==> src/hw/rtl/spfa_pkg.sv <==
// ----------------------------------------------------------------------------
// spfa_pkg
// Shared constants and types for the swap pool frame allocator.
// ----------------------------------------------------------------------------
package spfa_pkg;

  localparam int unsigned POOL_SIZE         = 16;
  localparam int unsigned PAGE_BYTES        = 4096;
  localparam int unsigned PAGES_PER_PROCESS = 32;

  localparam int unsigned IDX_W      = $clog2(POOL_SIZE);
  localparam int unsigned PAGE_SHIFT = $clog2(PAGE_BYTES);
  localparam int unsigned SLOT_W     = $clog2(PAGES_PER_PROCESS);

  // fixed field widths of the channels
  localparam int unsigned ASID_W      = 4;
  localparam int unsigned EXC_W       = 5;
  localparam int unsigned WORD_W      = 32;
  localparam int unsigned FRAME_IDX_W = 4;
  localparam int unsigned PAGE_FLD_W  = 5;

  // page number lives in entry-high bits 29..12
  localparam int unsigned VPN_LSB = 12;
  localparam int unsigned VPN_W   = 18;

  localparam logic [EXC_W-1:0]  EXC_MODIFICATION = EXC_W'(1);
  localparam logic [VPN_W-1:0]  STACK_PAGE_MARK  = 18'h3FFFF;
  localparam logic [WORD_W-1:0] ENTRY_VALID      = 32'h0000_0200;
  localparam logic [WORD_W-1:0] ENTRY_DIRTY      = 32'h0000_0400;
  localparam logic [WORD_W-1:0] ENTRY_FLAGS      = ENTRY_VALID | ENTRY_DIRTY;

  localparam int unsigned QUEUE_DEPTH = 2;
  localparam int unsigned QPTR_W      = (QUEUE_DEPTH > 1) ? $clog2(QUEUE_DEPTH) : 1;
  localparam int unsigned QCNT_W      = $clog2(QUEUE_DEPTH + 1);

  typedef logic [IDX_W-1:0]       idx_t;
  typedef logic [SLOT_W-1:0]      slot_t;
  typedef logic [ASID_W-1:0]      asid_t;
  typedef logic [WORD_W-1:0]      word_t;
  typedef logic [FRAME_IDX_W-1:0] frame_idx_t;
  typedef logic [PAGE_FLD_W-1:0]  page_fld_t;

  localparam slot_t STACK_SLOT = slot_t'(PAGES_PER_PROCESS - 1);

  // classified fault handed from front to back
  typedef struct packed {
    logic  term;
    asid_t asid;
    slot_t slot;
  } cmd_t;

  typedef struct packed {
    logic       terminate;
    frame_idx_t frame_index;
    word_t      frame_pa;
    logic       evict_valid;
    asid_t      evict_asid;
    page_fld_t  evict_page;
    page_fld_t  read_page;
    word_t      new_entry_lo;
  } result_t;

endpackage

==> src/hw/rtl/spfa_fault_if.sv <==
// ----------------------------------------------------------------------------
// spfa_fault_if
// Page fault channel: valid/ready handshake with the fault word.
// ----------------------------------------------------------------------------
interface spfa_fault_if;
  logic                          valid;
  logic                          ready;
  logic [spfa_pkg::ASID_W-1:0]   asid;
  logic [spfa_pkg::WORD_W-1:0]   tlb_hi;
  logic [spfa_pkg::EXC_W-1:0]    exc_code;

  modport source (output valid, asid, tlb_hi, exc_code, input ready);
  modport sink   (input valid, asid, tlb_hi, exc_code, output ready);
endinterface

==> src/hw/rtl/spfa_result_if.sv <==
// ----------------------------------------------------------------------------
// spfa_result_if
// Allocation result channel: valid/ready handshake with the result word.
// ----------------------------------------------------------------------------
interface spfa_result_if;
  logic                             valid;
  logic                             ready;
  logic                             terminate;
  logic [spfa_pkg::FRAME_IDX_W-1:0] frame_index;
  logic [spfa_pkg::WORD_W-1:0]      frame_pa;
  logic                             evict_valid;
  logic [spfa_pkg::ASID_W-1:0]      evict_asid;
  logic [spfa_pkg::PAGE_FLD_W-1:0]  evict_page;
  logic [spfa_pkg::PAGE_FLD_W-1:0]  read_page;
  logic [spfa_pkg::WORD_W-1:0]      new_entry_lo;

  modport source (output valid, terminate, frame_index, frame_pa, evict_valid,
                  evict_asid, evict_page, read_page, new_entry_lo, input ready);
  modport sink   (input valid, terminate, frame_index, frame_pa, evict_valid,
                  evict_asid, evict_page, read_page, new_entry_lo, output ready);
endinterface

==> src/hw/rtl/spfa_front.sv <==
// ----------------------------------------------------------------------------
// spfa_front
// Accepts fault words, classifies them and maps the page number to a slot.
// ----------------------------------------------------------------------------
module spfa_front (
  spfa_fault_if.sink       fault_i,
  input  logic             full_i,
  output logic             push_o,
  output spfa_pkg::cmd_t   cmd_o
);

  logic [spfa_pkg::VPN_W-1:0] pageno;

  assign pageno = fault_i.tlb_hi[spfa_pkg::VPN_LSB +: spfa_pkg::VPN_W];

  assign fault_i.ready = !full_i;
  assign push_o        = fault_i.valid && !full_i;

  always_comb begin
    cmd_o.term = (fault_i.exc_code == spfa_pkg::EXC_MODIFICATION);
    cmd_o.asid = fault_i.asid;
    // stack page goes to the last slot, others wrap (slot count is a power of two)
    if (pageno == spfa_pkg::STACK_PAGE_MARK) begin
      cmd_o.slot = spfa_pkg::STACK_SLOT;
    end else begin
      cmd_o.slot = pageno[spfa_pkg::SLOT_W-1:0];
    end
  end

endmodule

==> src/hw/rtl/spfa_queue.sv <==
// ----------------------------------------------------------------------------
// spfa_queue
// Short command queue between the front and the back.
// ----------------------------------------------------------------------------
module spfa_queue (
  input  logic           clk_i,
  input  logic           rst_ni,
  input  logic           push_i,
  input  spfa_pkg::cmd_t cmd_i,
  output logic           full_o,
  input  logic           pop_i,
  output logic           empty_o,
  output spfa_pkg::cmd_t head_o
);

  localparam logic [spfa_pkg::QPTR_W-1:0] LastPtr = spfa_pkg::QPTR_W'(spfa_pkg::QUEUE_DEPTH - 1);

  spfa_pkg::cmd_t                entry_q [spfa_pkg::QUEUE_DEPTH];
  logic [spfa_pkg::QPTR_W-1:0]   wr_ptr_q, wr_ptr_d;
  logic [spfa_pkg::QPTR_W-1:0]   rd_ptr_q, rd_ptr_d;
  logic [spfa_pkg::QCNT_W-1:0]   count_q, count_d;
  logic                          do_push, do_pop;

  assign full_o  = (count_q == spfa_pkg::QCNT_W'(spfa_pkg::QUEUE_DEPTH));
  assign empty_o = (count_q == '0);
  assign head_o  = entry_q[rd_ptr_q];
  assign do_push = push_i && !full_o;
  assign do_pop  = pop_i && !empty_o;

  always_comb begin
    wr_ptr_d = wr_ptr_q;
    rd_ptr_d = rd_ptr_q;
    count_d  = count_q;
    if (do_push) begin
      wr_ptr_d = (wr_ptr_q == LastPtr) ? '0 : wr_ptr_q + spfa_pkg::QPTR_W'(1);
    end
    if (do_pop) begin
      rd_ptr_d = (rd_ptr_q == LastPtr) ? '0 : rd_ptr_q + spfa_pkg::QPTR_W'(1);
    end
    if (do_push && !do_pop) begin
      count_d = count_q + spfa_pkg::QCNT_W'(1);
    end else if (do_pop && !do_push) begin
      count_d = count_q - spfa_pkg::QCNT_W'(1);
    end
  end

  always_ff @(posedge clk_i or negedge rst_ni) begin
    if (!rst_ni) begin
      wr_ptr_q <= '0;
      rd_ptr_q <= '0;
      count_q  <= '0;
    end else begin
      wr_ptr_q <= wr_ptr_d;
      rd_ptr_q <= rd_ptr_d;
      count_q  <= count_d;
    end
  end

  always_ff @(posedge clk_i) begin
    if (do_push) begin
      entry_q[wr_ptr_q] <= cmd_i;
    end
  end

endmodule

==> src/hw/rtl/spfa_back.sv <==
// ----------------------------------------------------------------------------
// spfa_back
// Picks a pool frame per non-terminate command, updates the pool and registers the result.
// ----------------------------------------------------------------------------
module spfa_back (
  input  logic                  clk_i,
  input  logic                  rst_ni,
  input  logic                  cfg_we_i,
  input  spfa_pkg::word_t       cfg_wdata_i,
  input  logic                  empty_i,
  input  spfa_pkg::cmd_t        head_i,
  output logic                  pop_o,
  spfa_result_if.source         result_o
);

  typedef enum logic [1:0] {
    ST_IDLE,
    ST_PICK,
    ST_EMIT
  } state_e;

  localparam spfa_pkg::idx_t LastIdx = spfa_pkg::IDX_W'(spfa_pkg::POOL_SIZE - 1);

  state_e                state_q;
  spfa_pkg::cmd_t        cmd_q;
  spfa_pkg::idx_t        idx_q;
  spfa_pkg::idx_t        victim_q;
  spfa_pkg::word_t       frame_base_q;
  logic                  out_valid_q;
  spfa_pkg::result_t     res_q, res_d;

  spfa_pkg::asid_t       owner_q [spfa_pkg::POOL_SIZE];
  spfa_pkg::slot_t       page_q  [spfa_pkg::POOL_SIZE];

  logic                  any_free;
  spfa_pkg::idx_t        first_free;
  spfa_pkg::idx_t        victim_next;
  spfa_pkg::asid_t       owner_sel;
  spfa_pkg::slot_t       page_sel;
  logic                  evict;
  spfa_pkg::word_t       addr;
  logic                  out_free;
  logic                  pool_we;

  // lowest free entry
  always_comb begin
    any_free   = 1'b0;
    first_free = '0;
    for (int i = spfa_pkg::POOL_SIZE - 1; i >= 0; i--) begin
      if (owner_q[i] == '0) begin
        any_free   = 1'b1;
        first_free = spfa_pkg::IDX_W'(i);
      end
    end
  end

  assign victim_next = (victim_q == LastIdx) ? '0 : victim_q + spfa_pkg::IDX_W'(1);
  assign owner_sel   = owner_q[idx_q];
  assign page_sel    = page_q[idx_q];
  assign evict       = (owner_sel != '0);
  assign addr        = frame_base_q + (spfa_pkg::WORD_W'(idx_q) << spfa_pkg::PAGE_SHIFT);
  assign out_free    = !out_valid_q || result_o.ready;
  assign pop_o       = (state_q == ST_IDLE) && !empty_i;
  assign pool_we     = (state_q == ST_EMIT) && out_free && !cmd_q.term;

  always_comb begin
    res_d = '0;
    if (cmd_q.term) begin
      res_d.terminate = 1'b1;
    end else begin
      res_d.frame_index  = spfa_pkg::FRAME_IDX_W'(idx_q);
      res_d.frame_pa     = addr;
      res_d.evict_valid  = evict;
      res_d.evict_asid   = owner_sel;
      res_d.evict_page   = evict ? spfa_pkg::PAGE_FLD_W'(page_sel) : '0;
      res_d.read_page    = spfa_pkg::PAGE_FLD_W'(cmd_q.slot);
      res_d.new_entry_lo = addr | spfa_pkg::ENTRY_FLAGS;
    end
  end

  always_ff @(posedge clk_i or negedge rst_ni) begin
    if (!rst_ni) begin
      state_q     <= ST_IDLE;
      cmd_q       <= '0;
      idx_q       <= '0;
      victim_q    <= LastIdx;
      out_valid_q <= 1'b0;
      res_q       <= '0;
    end else begin
      if ((state_q == ST_EMIT) && out_free) begin
        out_valid_q <= 1'b1;
      end else if (result_o.ready) begin
        out_valid_q <= 1'b0;
      end
      unique case (state_q)
        ST_IDLE: begin
          if (!empty_i) begin
            cmd_q   <= head_i;
            state_q <= head_i.term ? ST_EMIT : ST_PICK;
          end
        end
        ST_PICK: begin
          if (any_free) begin
            idx_q <= first_free;
          end else begin
            idx_q    <= victim_next;
            victim_q <= victim_next;
          end
          state_q <= ST_EMIT;
        end
        ST_EMIT: begin
          if (out_free) begin
            state_q <= ST_IDLE;
            res_q   <= res_d;
          end
        end
        default: begin
          state_q <= ST_IDLE;
        end
      endcase
    end
  end

  always_ff @(posedge clk_i or negedge rst_ni) begin
    if (!rst_ni) begin
      frame_base_q <= '0;
    end else if (cfg_we_i) begin
      frame_base_q <= cfg_wdata_i;
    end
  end

  // owner 0 marks a free frame
  always_ff @(posedge clk_i or negedge rst_ni) begin
    if (!rst_ni) begin
      for (int i = 0; i < spfa_pkg::POOL_SIZE; i++) begin
        owner_q[i] <= '0;
      end
    end else if (pool_we) begin
      owner_q[idx_q] <= cmd_q.asid;
    end
  end

  always_ff @(posedge clk_i) begin
    if (pool_we) begin
      page_q[idx_q] <= cmd_q.slot;
    end
  end

  assign result_o.valid        = out_valid_q;
  assign result_o.terminate    = res_q.terminate;
  assign result_o.frame_index  = res_q.frame_index;
  assign result_o.frame_pa     = res_q.frame_pa;
  assign result_o.evict_valid  = res_q.evict_valid;
  assign result_o.evict_asid   = res_q.evict_asid;
  assign result_o.evict_page   = res_q.evict_page;
  assign result_o.read_page    = res_q.read_page;
  assign result_o.new_entry_lo = res_q.new_entry_lo;

endmodule

==> src/hw/rtl/swap_pool_frame_allocator.sv <==
// ----------------------------------------------------------------------------
// swap_pool_frame_allocator
// Page frame allocator: lowest free frame, else round-robin victim.
// ----------------------------------------------------------------------------
// channel     dir  handshake           word
// fault_i     in   valid/ready         asid, tlb_hi, exc_code
// result_o    out  valid/ready         terminate, frame and eviction fields
// cfg         in   cfg_we_i            frame_base (cfg_wdata_i)
//
// each fault runs pop, frame pick, result/pool write in the back unit; a
// terminate skips the pick. one fault at a time since each pick reads the
// pool that the previous one wrote. a 2-word queue lets faults be accepted
// while the back unit works. the result register stalls the back unit only
// while a finished word is not taken. reset frees every frame at once.
// ----------------------------------------------------------------------------
module swap_pool_frame_allocator (
  input  logic             clk_i,
  input  logic             rst_ni,
  input  logic             cfg_we_i,
  input  spfa_pkg::word_t  cfg_wdata_i,
  spfa_fault_if.sink       fault_i,
  spfa_result_if.source    result_o
);

  logic           push;
  logic           full;
  logic           pop;
  logic           empty;
  spfa_pkg::cmd_t cmd;
  spfa_pkg::cmd_t head;

  spfa_front u_front (
    .fault_i (fault_i),
    .full_i  (full),
    .push_o  (push),
    .cmd_o   (cmd)
  );

  spfa_queue u_queue (
    .clk_i   (clk_i),
    .rst_ni  (rst_ni),
    .push_i  (push),
    .cmd_i   (cmd),
    .full_o  (full),
    .pop_i   (pop),
    .empty_o (empty),
    .head_o  (head)
  );

  spfa_back u_back (
    .clk_i       (clk_i),
    .rst_ni      (rst_ni),
    .cfg_we_i    (cfg_we_i),
    .cfg_wdata_i (cfg_wdata_i),
    .empty_i     (empty),
    .head_i      (head),
    .pop_o       (pop),
    .result_o    (result_o)
  );

endmodule

==> src/flat_wrapper.sv <==
// flat-port wrapper written by rule: the top's interface ports become plain ports
module swap_pool_frame_allocator_flat 
  (clk_i, rst_ni, cfg_we_i, cfg_wdata_i, fault_i_valid, fault_i_asid, fault_i_tlb_hi, fault_i_exc_code, fault_i_ready, result_o_valid, result_o_terminate, result_o_frame_index, result_o_frame_pa, result_o_evict_valid, result_o_evict_asid, result_o_evict_page, result_o_read_page, result_o_new_entry_lo, result_o_ready);
  spfa_fault_if fault_i_i ();
  spfa_result_if result_o_i ();
  input  logic clk_i;
  input  logic rst_ni;
  input  logic cfg_we_i;
  input  spfa_pkg::word_t cfg_wdata_i;
  input wire logic [$bits(fault_i_i.valid)-1:0] fault_i_valid;
  input wire logic [$bits(fault_i_i.asid)-1:0] fault_i_asid;
  input wire logic [$bits(fault_i_i.tlb_hi)-1:0] fault_i_tlb_hi;
  input wire logic [$bits(fault_i_i.exc_code)-1:0] fault_i_exc_code;
  output wire logic [$bits(fault_i_i.ready)-1:0] fault_i_ready;
  output wire logic [$bits(result_o_i.valid)-1:0] result_o_valid;
  output wire logic [$bits(result_o_i.terminate)-1:0] result_o_terminate;
  output wire logic [$bits(result_o_i.frame_index)-1:0] result_o_frame_index;
  output wire logic [$bits(result_o_i.frame_pa)-1:0] result_o_frame_pa;
  output wire logic [$bits(result_o_i.evict_valid)-1:0] result_o_evict_valid;
  output wire logic [$bits(result_o_i.evict_asid)-1:0] result_o_evict_asid;
  output wire logic [$bits(result_o_i.evict_page)-1:0] result_o_evict_page;
  output wire logic [$bits(result_o_i.read_page)-1:0] result_o_read_page;
  output wire logic [$bits(result_o_i.new_entry_lo)-1:0] result_o_new_entry_lo;
  input wire logic [$bits(result_o_i.ready)-1:0] result_o_ready;
  assign fault_i_i.valid = fault_i_valid;
  assign fault_i_i.asid = fault_i_asid;
  assign fault_i_i.tlb_hi = fault_i_tlb_hi;
  assign fault_i_i.exc_code = fault_i_exc_code;
  assign fault_i_ready = fault_i_i.ready;
  assign result_o_valid = result_o_i.valid;
  assign result_o_terminate = result_o_i.terminate;
  assign result_o_frame_index = result_o_i.frame_index;
  assign result_o_frame_pa = result_o_i.frame_pa;
  assign result_o_evict_valid = result_o_i.evict_valid;
  assign result_o_evict_asid = result_o_i.evict_asid;
  assign result_o_evict_page = result_o_i.evict_page;
  assign result_o_read_page = result_o_i.read_page;
  assign result_o_new_entry_lo = result_o_i.new_entry_lo;
  assign result_o_i.ready = result_o_ready;
  swap_pool_frame_allocator u_core (.clk_i(clk_i), .rst_ni(rst_ni), .cfg_we_i(cfg_we_i), .cfg_wdata_i(cfg_wdata_i), .fault_i(fault_i_i), .result_o(result_o_i));
endmodule
==> config.mk <==
export PLATFORM = sky130hd
export DESIGN_NAME = swap_pool_frame_allocator_flat
export DESIGN_NICKNAME = d
export VERILOG_FILES = /design/src/hw/rtl/spfa_pkg.sv /design/src/hw/rtl/spfa_fault_if.sv /design/src/hw/rtl/spfa_result_if.sv /design/src/hw/rtl/spfa_front.sv /design/src/hw/rtl/spfa_queue.sv /design/src/hw/rtl/spfa_back.sv /design/src/hw/rtl/swap_pool_frame_allocator.sv /design/src/flat_wrapper.sv
export SDC_FILE = /design/constraint.sdc
export NUM_CORES = 1
export LEC_CHECK = 0
export ABC_AREA = 1
export BUFFER_PORTS_ARGS = -buffer_cell sky130_fd_sc_hd__clkbuf_2
export CAP_MARGIN = 25
export CELL_PAD_IN_SITES_DETAIL_PLACEMENT = 0
export CELL_PAD_IN_SITES_GLOBAL_PLACEMENT = 1
export CORE_MARGIN = 3
export CORE_UTILIZATION = 47
export CTS_CLUSTER_SIZE = 10
export DETAILED_ROUTE_END_ITERATION = 7
export GPL_ROUTABILITY_DRIVEN = 0
export MAX_ROUTING_LAYER = met4
export PLACE_DENSITY = 0.94
export SKIP_CTS_REPAIR_TIMING = 1
export SLEW_MARGIN = 20
export SYNTH_ARGS = -nofsm -noshare
export SYNTH_HDL_FRONTEND = slang
export SYNTH_SLANG_ARGS = --single-unit
==> constraint.sdc <==
create_clock -name clk_i -period 3.3 [get_ports clk_i]
set_input_delay 0 -clock clk_i [delete_from_list [all_inputs] [get_ports clk_i]]
set_output_delay 0 -clock clk_i [all_outputs]
set_load 0.02 [all_outputs]
== Yosys cells after proc, flatten, opt, wreduce, memory -nomap -nowiden ==
Memories as Yosys holds them, arrays and structs flattened.
Index checks and enable logic that the tools add are counted.

* Register bits: 205
* Bits in writable memories: 100
* Memories kept: 2

{| class="wikitable"
|+ Memories
! name !! words !! bits a word !! rd ports !! clocked after Yosys merged registers in !! write ports !! line !! text
|-
| u_core.u_back.page_q || 16 || 5 || 1 || 0 || 1 || spfa_back.sv:33 || <nowiki>spfa_pkg::slot_t page_q [spfa_pkg::POOL_SIZE];</nowiki>
|-
| u_core.u_queue.entry_q || 2 || 10 || 1 || 0 || 1 || spfa_queue.sv:18 || <nowiki>spfa_pkg::cmd_t entry_q [spfa_pkg::QUEUE_DEPTH];</nowiki>
|}

* Add/subtract/negate cells: 6
* $lt $le $gt $ge: 2
* Equal/unequal tests: 8
* Multiplexer cells: 58
* Bitwise logic cells: 3
* Reductions and logical operators: 41

{| class="wikitable"
|+ Operator list
! cell !! count
|-
| 2-to-1 mux 4 bit || 21
|-
| 2-to-1 mux 83 bit || 1
|-
| bitwise mux 64 bit || 1
|-
| zero test 4 bit || 16
|-
| adder 32 x 16 -> 32 bit || 1
|-
| 2-to-1 mux 1 bit || 25
|-
| equality test 18 bit (second input constant) || 1
|-
| binary-select mux 4 bit (select 4 bit) || 1
|-
| demux 4 bit (select 4 bit) || 1
|-
| 2-to-1 mux 2 bit || 5
|-
| 2-to-1 mux 5 bit || 2
|-
| logical AND 1 bit || 9
|-
| AND reduction 2 bit || 4
|-
| zero test 1 bit || 6
|-
| one-hot mux 2 bit (3 select lines) || 1
|-
| equality test 5 x 1 -> 1 bit (second input constant) || 1
|-
| >= comparator 5 bit (second input constant) || 1
|-
| < comparator 5 x 1 -> 1 bit (second input constant) || 1
|-
| NOT 4 -> 5 bit || 1
|-
| adder 4 x 1 -> 4 bit (second input constant) || 1
|-
| equality test 2 bit (second input constant) || 2
|-
| equality test 4 bit (second input constant) || 1
|-
| zero test 2 bit || 2
|-
| != test 2 bit (second input constant) || 2
|-
| 8 further kinds || 11
|}

== Longest topological paths before layout ==
Gate-level depths: netlist of the first run.

* Word-level depth: 19
* Depth in mapped cells: 19
* Depth with buffers taken out: 19

== Cells and area by module ==
From an unflattened synthesis of the first run, not the netlist that was laid out.

* Cells, all modules: 1179
* Area total of the unflattened synthesis: 11885.1 sq um

{| class="wikitable"
|+ Modules (own cells, without submodules)
! module !! instances !! cells each !! area each (sq um)
|-
| spfa_back || 1 || 1077 || 10845.4
|-
| spfa_queue || 1 || 84 || 957.2
|-
| spfa_front || 1 || 18 || 82.6
|}

== Least setup slack after synthesis of the first run ==
No wires, ideal clock.

* Path type: flip-flop to flip-flop
* From: register u_core.u_back.idx_q[1]
* To: register u_core.u_back.res_q (netlist bit u_core.u_back.result_o.frame_pa[27])
* Library setup time: 0.126 ns
* Data arrival time: 1.868 ns
* Required time: 3.174 ns
* Setup slack: 1.306 ns
* Stages on the path, launching flop included: 15
* Buffers on the path: 0
* Period minus slack after synthesis: 1.994 ns
* Cell sequence: dfrtp_1 ha_1 nand3_1 nand2_1 nand2_1 inv_1 nor2_1 nor2_1 inv_1 nor3_1 nand2_1 nor3_1 nand2_1 nand2_1 o21ai_0

* Cells in the longest elaborated chain, start to end: 2

{| class="wikitable"
|+ RTL lines
! what !! line !! text
|-
| from (decl) || spfa_back.sv:26 || <nowiki>spfa_pkg::idx_t idx_q;</nowiki>
|-
| from (signal assigned) || spfa_back.sv:104 || <nowiki>idx_q <= first_free;</nowiki>
|-
| from (signal assigned) || spfa_back.sv:106 || <nowiki>idx_q <= victim_next;</nowiki>
|-
| adder 32 x 16 -> 32 bit || spfa_back.sv:61 || <nowiki>assign addr = frame_base_q + (spfa_pkg::WORD_W'(idx_q) << spfa_pkg::PAGE_SHIFT);</nowiki>
|-
| 2-to-1 mux 83 bit || spfa_back.sv:68 || <nowiki>if (cmd_q.term) begin</nowiki>
|-
| to (signal assigned) || spfa_back.sv:114 || <nowiki>res_q <= res_d;</nowiki>
|-
| to (decl) || spfa_back.sv:30 || <nowiki>spfa_pkg::result_t res_q, res_d;</nowiki>
|}

No other way between the ends.
A chain may end at the register's enable or synchronous reset.

== Worst setup path in the final report of the first run ==
* From: register u_core.u_back.state_q[1]
* To: register u_core.u_back.owner_q[11] in the netlist's numbering

* Cells in the longest elaborated chain, start to end: 3

{| class="wikitable"
|+ RTL lines
! what !! line !! text
|-
| from (decl) || spfa_back.sv:24 || <nowiki>state_e state_q;</nowiki>
|-
| from (signal assigned) || spfa_back.sv:99 || <nowiki>state_q <= head_i.term ? ST_EMIT : ST_PICK;</nowiki>
|-
| equality test 2 bit || spfa_back.sv:64 || <nowiki>assign pool_we = (state_q == ST_EMIT) && out_free && !cmd_q.term;</nowiki>
|-
| logical AND 1 bit (2 in series) || spfa_back.sv:64 ||
|-
| to (signal, indexed assignment) || spfa_back.sv:139 || <nowiki>owner_q[idx_q] <= cmd_q.asid;</nowiki>
|-
| to (decl) || spfa_back.sv:32 || <nowiki>spfa_pkg::asid_t owner_q [spfa_pkg::POOL_SIZE];</nowiki>
|}

No other way between the ends.

==> run summary, run 1 <==
Synth top cells by count - 244 x nand2_1, 170 x dfrtp_1, 135 x o21ai_0
first-pass GRT wire length - 44100 um
final setup TNS - 0 ps
Synth Area per Inst - 10.1 um^2
Die X - 164 um
Clock Pin Slew Worst Setup and Hold Paths - 60 ps
Ports - 164
Sw Pwr - 4.71 mW
Post-Synthesis Cells - 1162
WP data required - 3730 ps
status - finished clean
Logic pwr share - 32.1%
CP Class - flip-flop to flip-flop
sequential fraction of design power - 43.0%
sequential share of the synthesized area - 62.7%
area added between synthesis and finish - 18.3%
initial antenna violation count - 0
routed wl met2 - 13600 um
Initial Util - 48.0%
crit share post-route - 75.0%
switching share of power - 38.4%
Syn. warnings - 0
hold crit path type - input pin to asynchronous set/reset pin
fmax - 0.404 GHz
RSZ-0062 raised after global routing - false
Area contributors post-synth - dfrtp_1 36%, edfxtp_1 26%, nand2_1 7.8%
pwr dens - 884 nW/um^2
First-pass DRT Iterations - 5
Leak Pwr - 6.18 nW
post-synth top area cell - dfrtp_1
CTS buffer count - 31
Max Cap Viol - 0
metal3 WL - 1920 um
die height - 164 um
EDFF count, synth - 100
Slew headroom - 32.6%
asr flop ratio synth - 63.5%
# diodes - 0
1st-iter DRT viols - 835
largest net degree at the start of global routing - 103
routed wire length - 28400 um
full die area - 26900 um^2
Clock Skew - 9.66 ps
total clock sinks - 274
Yosys reg bits - 274
Routed Antenna Nets - 0
VDD IR max - 0.531 mV
Rows - 57
H-Tree Depth - 1
layout cells sized above 1 - 16.1%
Synthesized Nets - 1247
core area - 24500 um^2
final hold slack - 121 ps
FF-to-FF Start - u_core.u_back.state_q[1]
Period minus WS final - 2480 ps
internal power - 7.57 mW
GRT Total Usage - 21.3%
Worst setup startpoint - u_core.u_back.state_q[1]
mapped cell area - 11700 um^2
final hold violations - 0
most frequent cell after synthesis - nand2_1
Post-route DRC - 0
Top Metal Used - met4
Synth top area share - 36.2%
most common flop cell mapped by yosys - dfrtp_1
Detailed Place HPWL - 18700 um
crit end category - flip-flop
vias in the first global route - 8542
Via Count - 9047
nets - 1402
wl on met1 - 12000 um
clock network power share - 24.9%
Slew Viols, Final - 0
CP max FO - 27
worst-margin pin slew - 1010 ps
Cell variety after synth - 40
DR WL/cell - 17.1 um
count of final setup violators - 0
Root Driver - clkbuf_16
I/O Buffers - 136
grt ovf - 0
Arr. time, crit path - 2910 ps
maximum clock insertion buffer count - 3
Startpoint Class - flip-flop
DR vias/cell - 5.44
CTS tree - done
cell area after layout - 13900 um^2
Area after DPL - 12500 um^2
clk_lat worst skew - 550 ps
overall power - 12.3 mW
==> sequential cells by signal (all words and copies together) (netlist names), 2 cells and up <==
signal / flops
u_core.u_back.page_q: 80
u_core.u_back.owner_q: 64
u_core.u_back.frame_base_q: 32
u_core.u_back.result_o.frame_pa: 32
u_core.u_queue.entry_q: 20
u_core.u_back.cmd_q: 10
u_core.u_back.result_o.evict_page: 5
u_core.u_back.result_o.read_page: 5
u_core.u_back.idx_q: 4
u_core.u_back.result_o.evict_asid: 4
u_core.u_back.result_o.frame_index: 4
u_core.u_back.victim_q: 4
u_core.u_back.state_q: 2
u_core.u_queue.count_q: 2
==> area by class of cell <==
class                           instances  area (um^2)
Sequential cell                       274         7360
Tap cell                              324          405
Multi-Input combinational cell        690         3500
Clock inverter                          1         8.76
Inverter                              121          454
Clock buffer                           55          886
Fill cell                            2041        10600
Timing Repair Buffer                  199         1270
==> cells in the final DEF (no fill, tap or decap), types with 18 or more instances in the layout <==
cell type	Yosys	layout
o31ai_1	18	18
edfxtp_1	100	100
nor3_1	56	55
nor2_1	70	70
nand2_1	244	244
dfrtp_1	170	170
clkbuf_1	33	22
dlygate4sd3_1	0	46
o22ai_1	20	20
clkbuf_2	0	134
o21ai_0	135	135
inv_1	116	116
clkbuf_16	0	31
==> critical path: stages, from the launching register on <==
cell and delay (ps):
dfrtp_1 380, inv_1 90, nor2_4 130, nand2_4 70, nor2_4 90, inv_2 200, nor3_1 200, inv_1 130
nor2_1 580, inv_1 270, nand2_1 120, o21ai_0 80
==> power by group through the flow <==
stage,clock network (mW),registers (mW),logic [mW]
2_1_floorplan,0,5.23,2.65
3_3_place_gp,0,5.28,3.80
3_5_place_dp,0,5.32,3.88
4_1_cts,3.09,5.26,3.90
5_1_grt,3.25,5.38,4.41
6_report,3.06,5.28,3.95
==> routing by layer <==
| layer | track usage (%) | vias up |
|---|---|---|
| met4 | 7.73 | 0 |
| met2 | 33.8 | 383 |
| met1 | 28.1 | 4324 |
| met5 | - | - |
| li1 | - | 4263 |
| met3 | 3.18 | 77 |
==> path summary, 6_finish.rpt <==
path / end / depth (start not counted) / slack (ps)
max reg2reg: u_core.u_back.owner_q[11] / 11 / 820
max in group asynchronous: u_core.u_back.victim_q[3] / 3 / 2200
max: u_core.u_back.owner_q[11] / 11 / 820
min: u_core.u_back.frame_base_q[31] / 2 / 120
min reg2reg: u_core.u_back.result_o.evict_asid[2] / 2 / 480
min in group clk_i: u_core.u_back.frame_base_q[11] / 3 / 150
==> kinds of logic after synthesis <==
logic type	after synthesis	synth area share (%)
compound gates	251	12.9
xor+xnor	5	0.373
simple gates	422	15.2
flops	274	62.7
mux	5	0.480
buf+inv	198	7.51
fa+ha+maj	7	0.810
==> per-stage QoR <==
stage	worst slack, ps	util, %	instances
finish	824	56.8	1664
global route	556	56.8	1664
CTS	862	54.9	1618
detailed placement	875	51.2	1562
global placement	978	51.2	1562
floorplan	1310	-	1162
Note: power is estimated with default switching activity, not from simulation.
==> run 2: changes to the inputs <==
--- a/config.mk
+++ b/config.mk
@@ -11,12 +11,12 @@
 export CELL_PAD_IN_SITES_DETAIL_PLACEMENT = 0
 export CELL_PAD_IN_SITES_GLOBAL_PLACEMENT = 1
 export CORE_MARGIN = 3
-export CORE_UTILIZATION = 47
+export CORE_UTILIZATION = 45
 export CTS_CLUSTER_SIZE = 10
 export DETAILED_ROUTE_END_ITERATION = 7
 export GPL_ROUTABILITY_DRIVEN = 0
 export MAX_ROUTING_LAYER = met4
-export PLACE_DENSITY = 0.94
+export PLACE_DENSITY = 0.91
 export SKIP_CTS_REPAIR_TIMING = 1
 export SLEW_MARGIN = 20
 export SYNTH_ARGS = -nofsm -noshare
==> constraint.sdc (replaced) <==
create_clock -name clk_i -period 2.5 [get_ports clk_i]
set_input_delay 0 -clock clk_i [delete_from_list [all_inputs] [get_ports clk_i]]
set_output_delay 0 -clock clk_i [all_outputs]
set_load 0.02 [all_outputs]
==> run summary, run 2 (synthesized netlist as in run 1, its figures left out) <==
pwr dens - 1170 nW/um^2
initial antenna violation count - 1
count of final setup violators - 0
final hold violations - 0
status - finished clean
Worst Path Buf+Inv - 2
most frequent cells in the layout - 244 x nand2_1, 170 x dfrtp_1, 135 x o21ai_0, 135 x clkbuf_2, 116 x inv_1
CTS tree - done
H-Tree Depth - 1
Max Cap Viol - 0
die height - 168 um
PnR worst setup slack - 232 ps
Via Count - 8996
Routed Antenna Nets - 0
number of flip-flops in the largest register - 80
crit-path cells - ha_1, nand3_1, nand2_1, nand2_1, inv_1, nor2_1, nor2_1, inv_1, nor2_1, nand2_1, o311ai_0, nand2_1
I/O Buffers - 136
VDD IR max - 0.658 mV
maximum clock insertion buffer count - 3
CTS buffer count - 31
DR vias/cell - 5.34
most common cell after layout, fill and taps aside - nand2_1
Leak Pwr - 6.28 nW
worst-margin pin slew - 868 ps
Post-route DRC - 0
WP depth - 12
Clock Skew - 9.87 ps
slowest CP cell - dfrtp_1
overall power - 16.5 mW
CP max stage delay - 420 ps
Ports - 164
First-pass DRT Iterations - 5
grt ovf - 0
hold crit path type - input pin to asynchronous set/reset pin
total clock sinks - 274
routed wire length - 29100 um
Detailed Place HPWL - 19900 um
Startpoint Class - flip-flop
Die X - 168 um
DR WL/cell - 17.3 um
nets - 1418
area of the multi-input gates - 3500 um^2
Slew Viols, Final - 0
pre-CTS setup slack - 249 ps
largest net degree at the start of global routing - 68
register area - 7360 um^2
CP Class - flip-flop to flip-flop
RSZ-0062 raised after global routing - false
Fillers - 2168
area added between synthesis and finish - 20.0%
Slew headroom - 42.1%
vias in the first global route - 8733
Rows - 58
clk_lat worst skew - 550 ps
Period minus WS final - 2270 ps
crit share post-route - 90.7%
Clock Pin Slew Worst Setup and Hold Paths - 60 ps
delay-heaviest family, CP - simple AND/OR/NAND/NOR gates
CP max FO - 5
largest register by flop count - u_core.u_back.page_q
final setup TNS - 0 ps
fmax - 0.441 GHz
layout cells sized above 1 - 17.3%
R2R depth - 12
GRT Total Usage - 20.9%
first-pass GRT wire length - 46500 um
Arr. time, crit path - 2690 ps
Initial Util - 46.2%
full die area - 28100 um^2
crit end category - flip-flop
1st-iter DRT viols - 818
core area - 25400 um^2
crit-path most repeated cell - nand2_1
Root Driver - clkbuf_16
Regs by FF count - u_core.u_back.page_q: 80 flops, u_core.u_back.owner_q: 64 flops
WP data required - 2920 ps
## run 2: cell types whose count changed in the layout (fill, tap and decap cells not counted), sizes merged
cell	change
buf	+15
diode	+1
## run 2: worst paths after layout
| kind | start | end | slack [ps] |
|---|---|---|---|
| worst max-delay path | u_core.u_back.idx_q[2] | u_core.u_back.result_o.frame_pa[25] | 230 |
| worst min-delay path | rst_ni | u_core.u_back.frame_base_q[31] | 10 |
| worst max register to register | u_core.u_back.idx_q[2] | u_core.u_back.result_o.frame_pa[25] | 230 |
| worst min register to register | u_core.u_back.result_o.evict_asid[2] | u_core.u_back.result_o.evict_asid[2] | 480 |
| max in group asynchronous | rst_ni | u_core.u_back.owner_q[30] | 1700 |
| min in group clk_i | fault_i_tlb_hi[14] | u_core.u_queue.entry_q[0][2] | 190 |
## run 2: cell type report
type                       count  share of cell area [%]
tap                          330                    2.93
antenna                        1                  0.0178
sequential                   274                    52.3
multi-input combinational    690                    24.9
clock buffer                  54                    6.33
clock inverter                 1                  0.0622
inverter                     121                    3.23
timing repair buffer         215                    10.3
## run 2: stage by stage
stage	instance area (um^2)	util, %	cells	hold slack [ps]
floorplan	11700	-	1162	-296
global placement	12700	50.1	1584	43.8
detailed placement	12700	50.1	1584	44.0
CTS	13600	53.6	1639	-534
global route	14100	55.4	1686	61.0
finish	14100	55.4	1686	10.2
## run 2: report_power, final
group	switching (mW)	leakage [nW]	internal [mW]	total [mW]
Sequential	1.11	2.94	5.89	7.00
Clock	1.68	0.432	2.38	4.06
Combinational	3.51	2.91	1.89	5.41
## run 2: layer usage
| layer | share of wire (%) | GRT usage [%] | vias up |
|---|---|---|---|
| met5 | 0 | - | - |
| met4 | 2.4 | 6.08 | 0 |
| met3 | 6.4 | 3.28 | 61 |
| met2 | 47 | 32.8 | 302 |
| met1 | 44 | 28.6 | 4338 |
| li1 | - | - | 4295 |
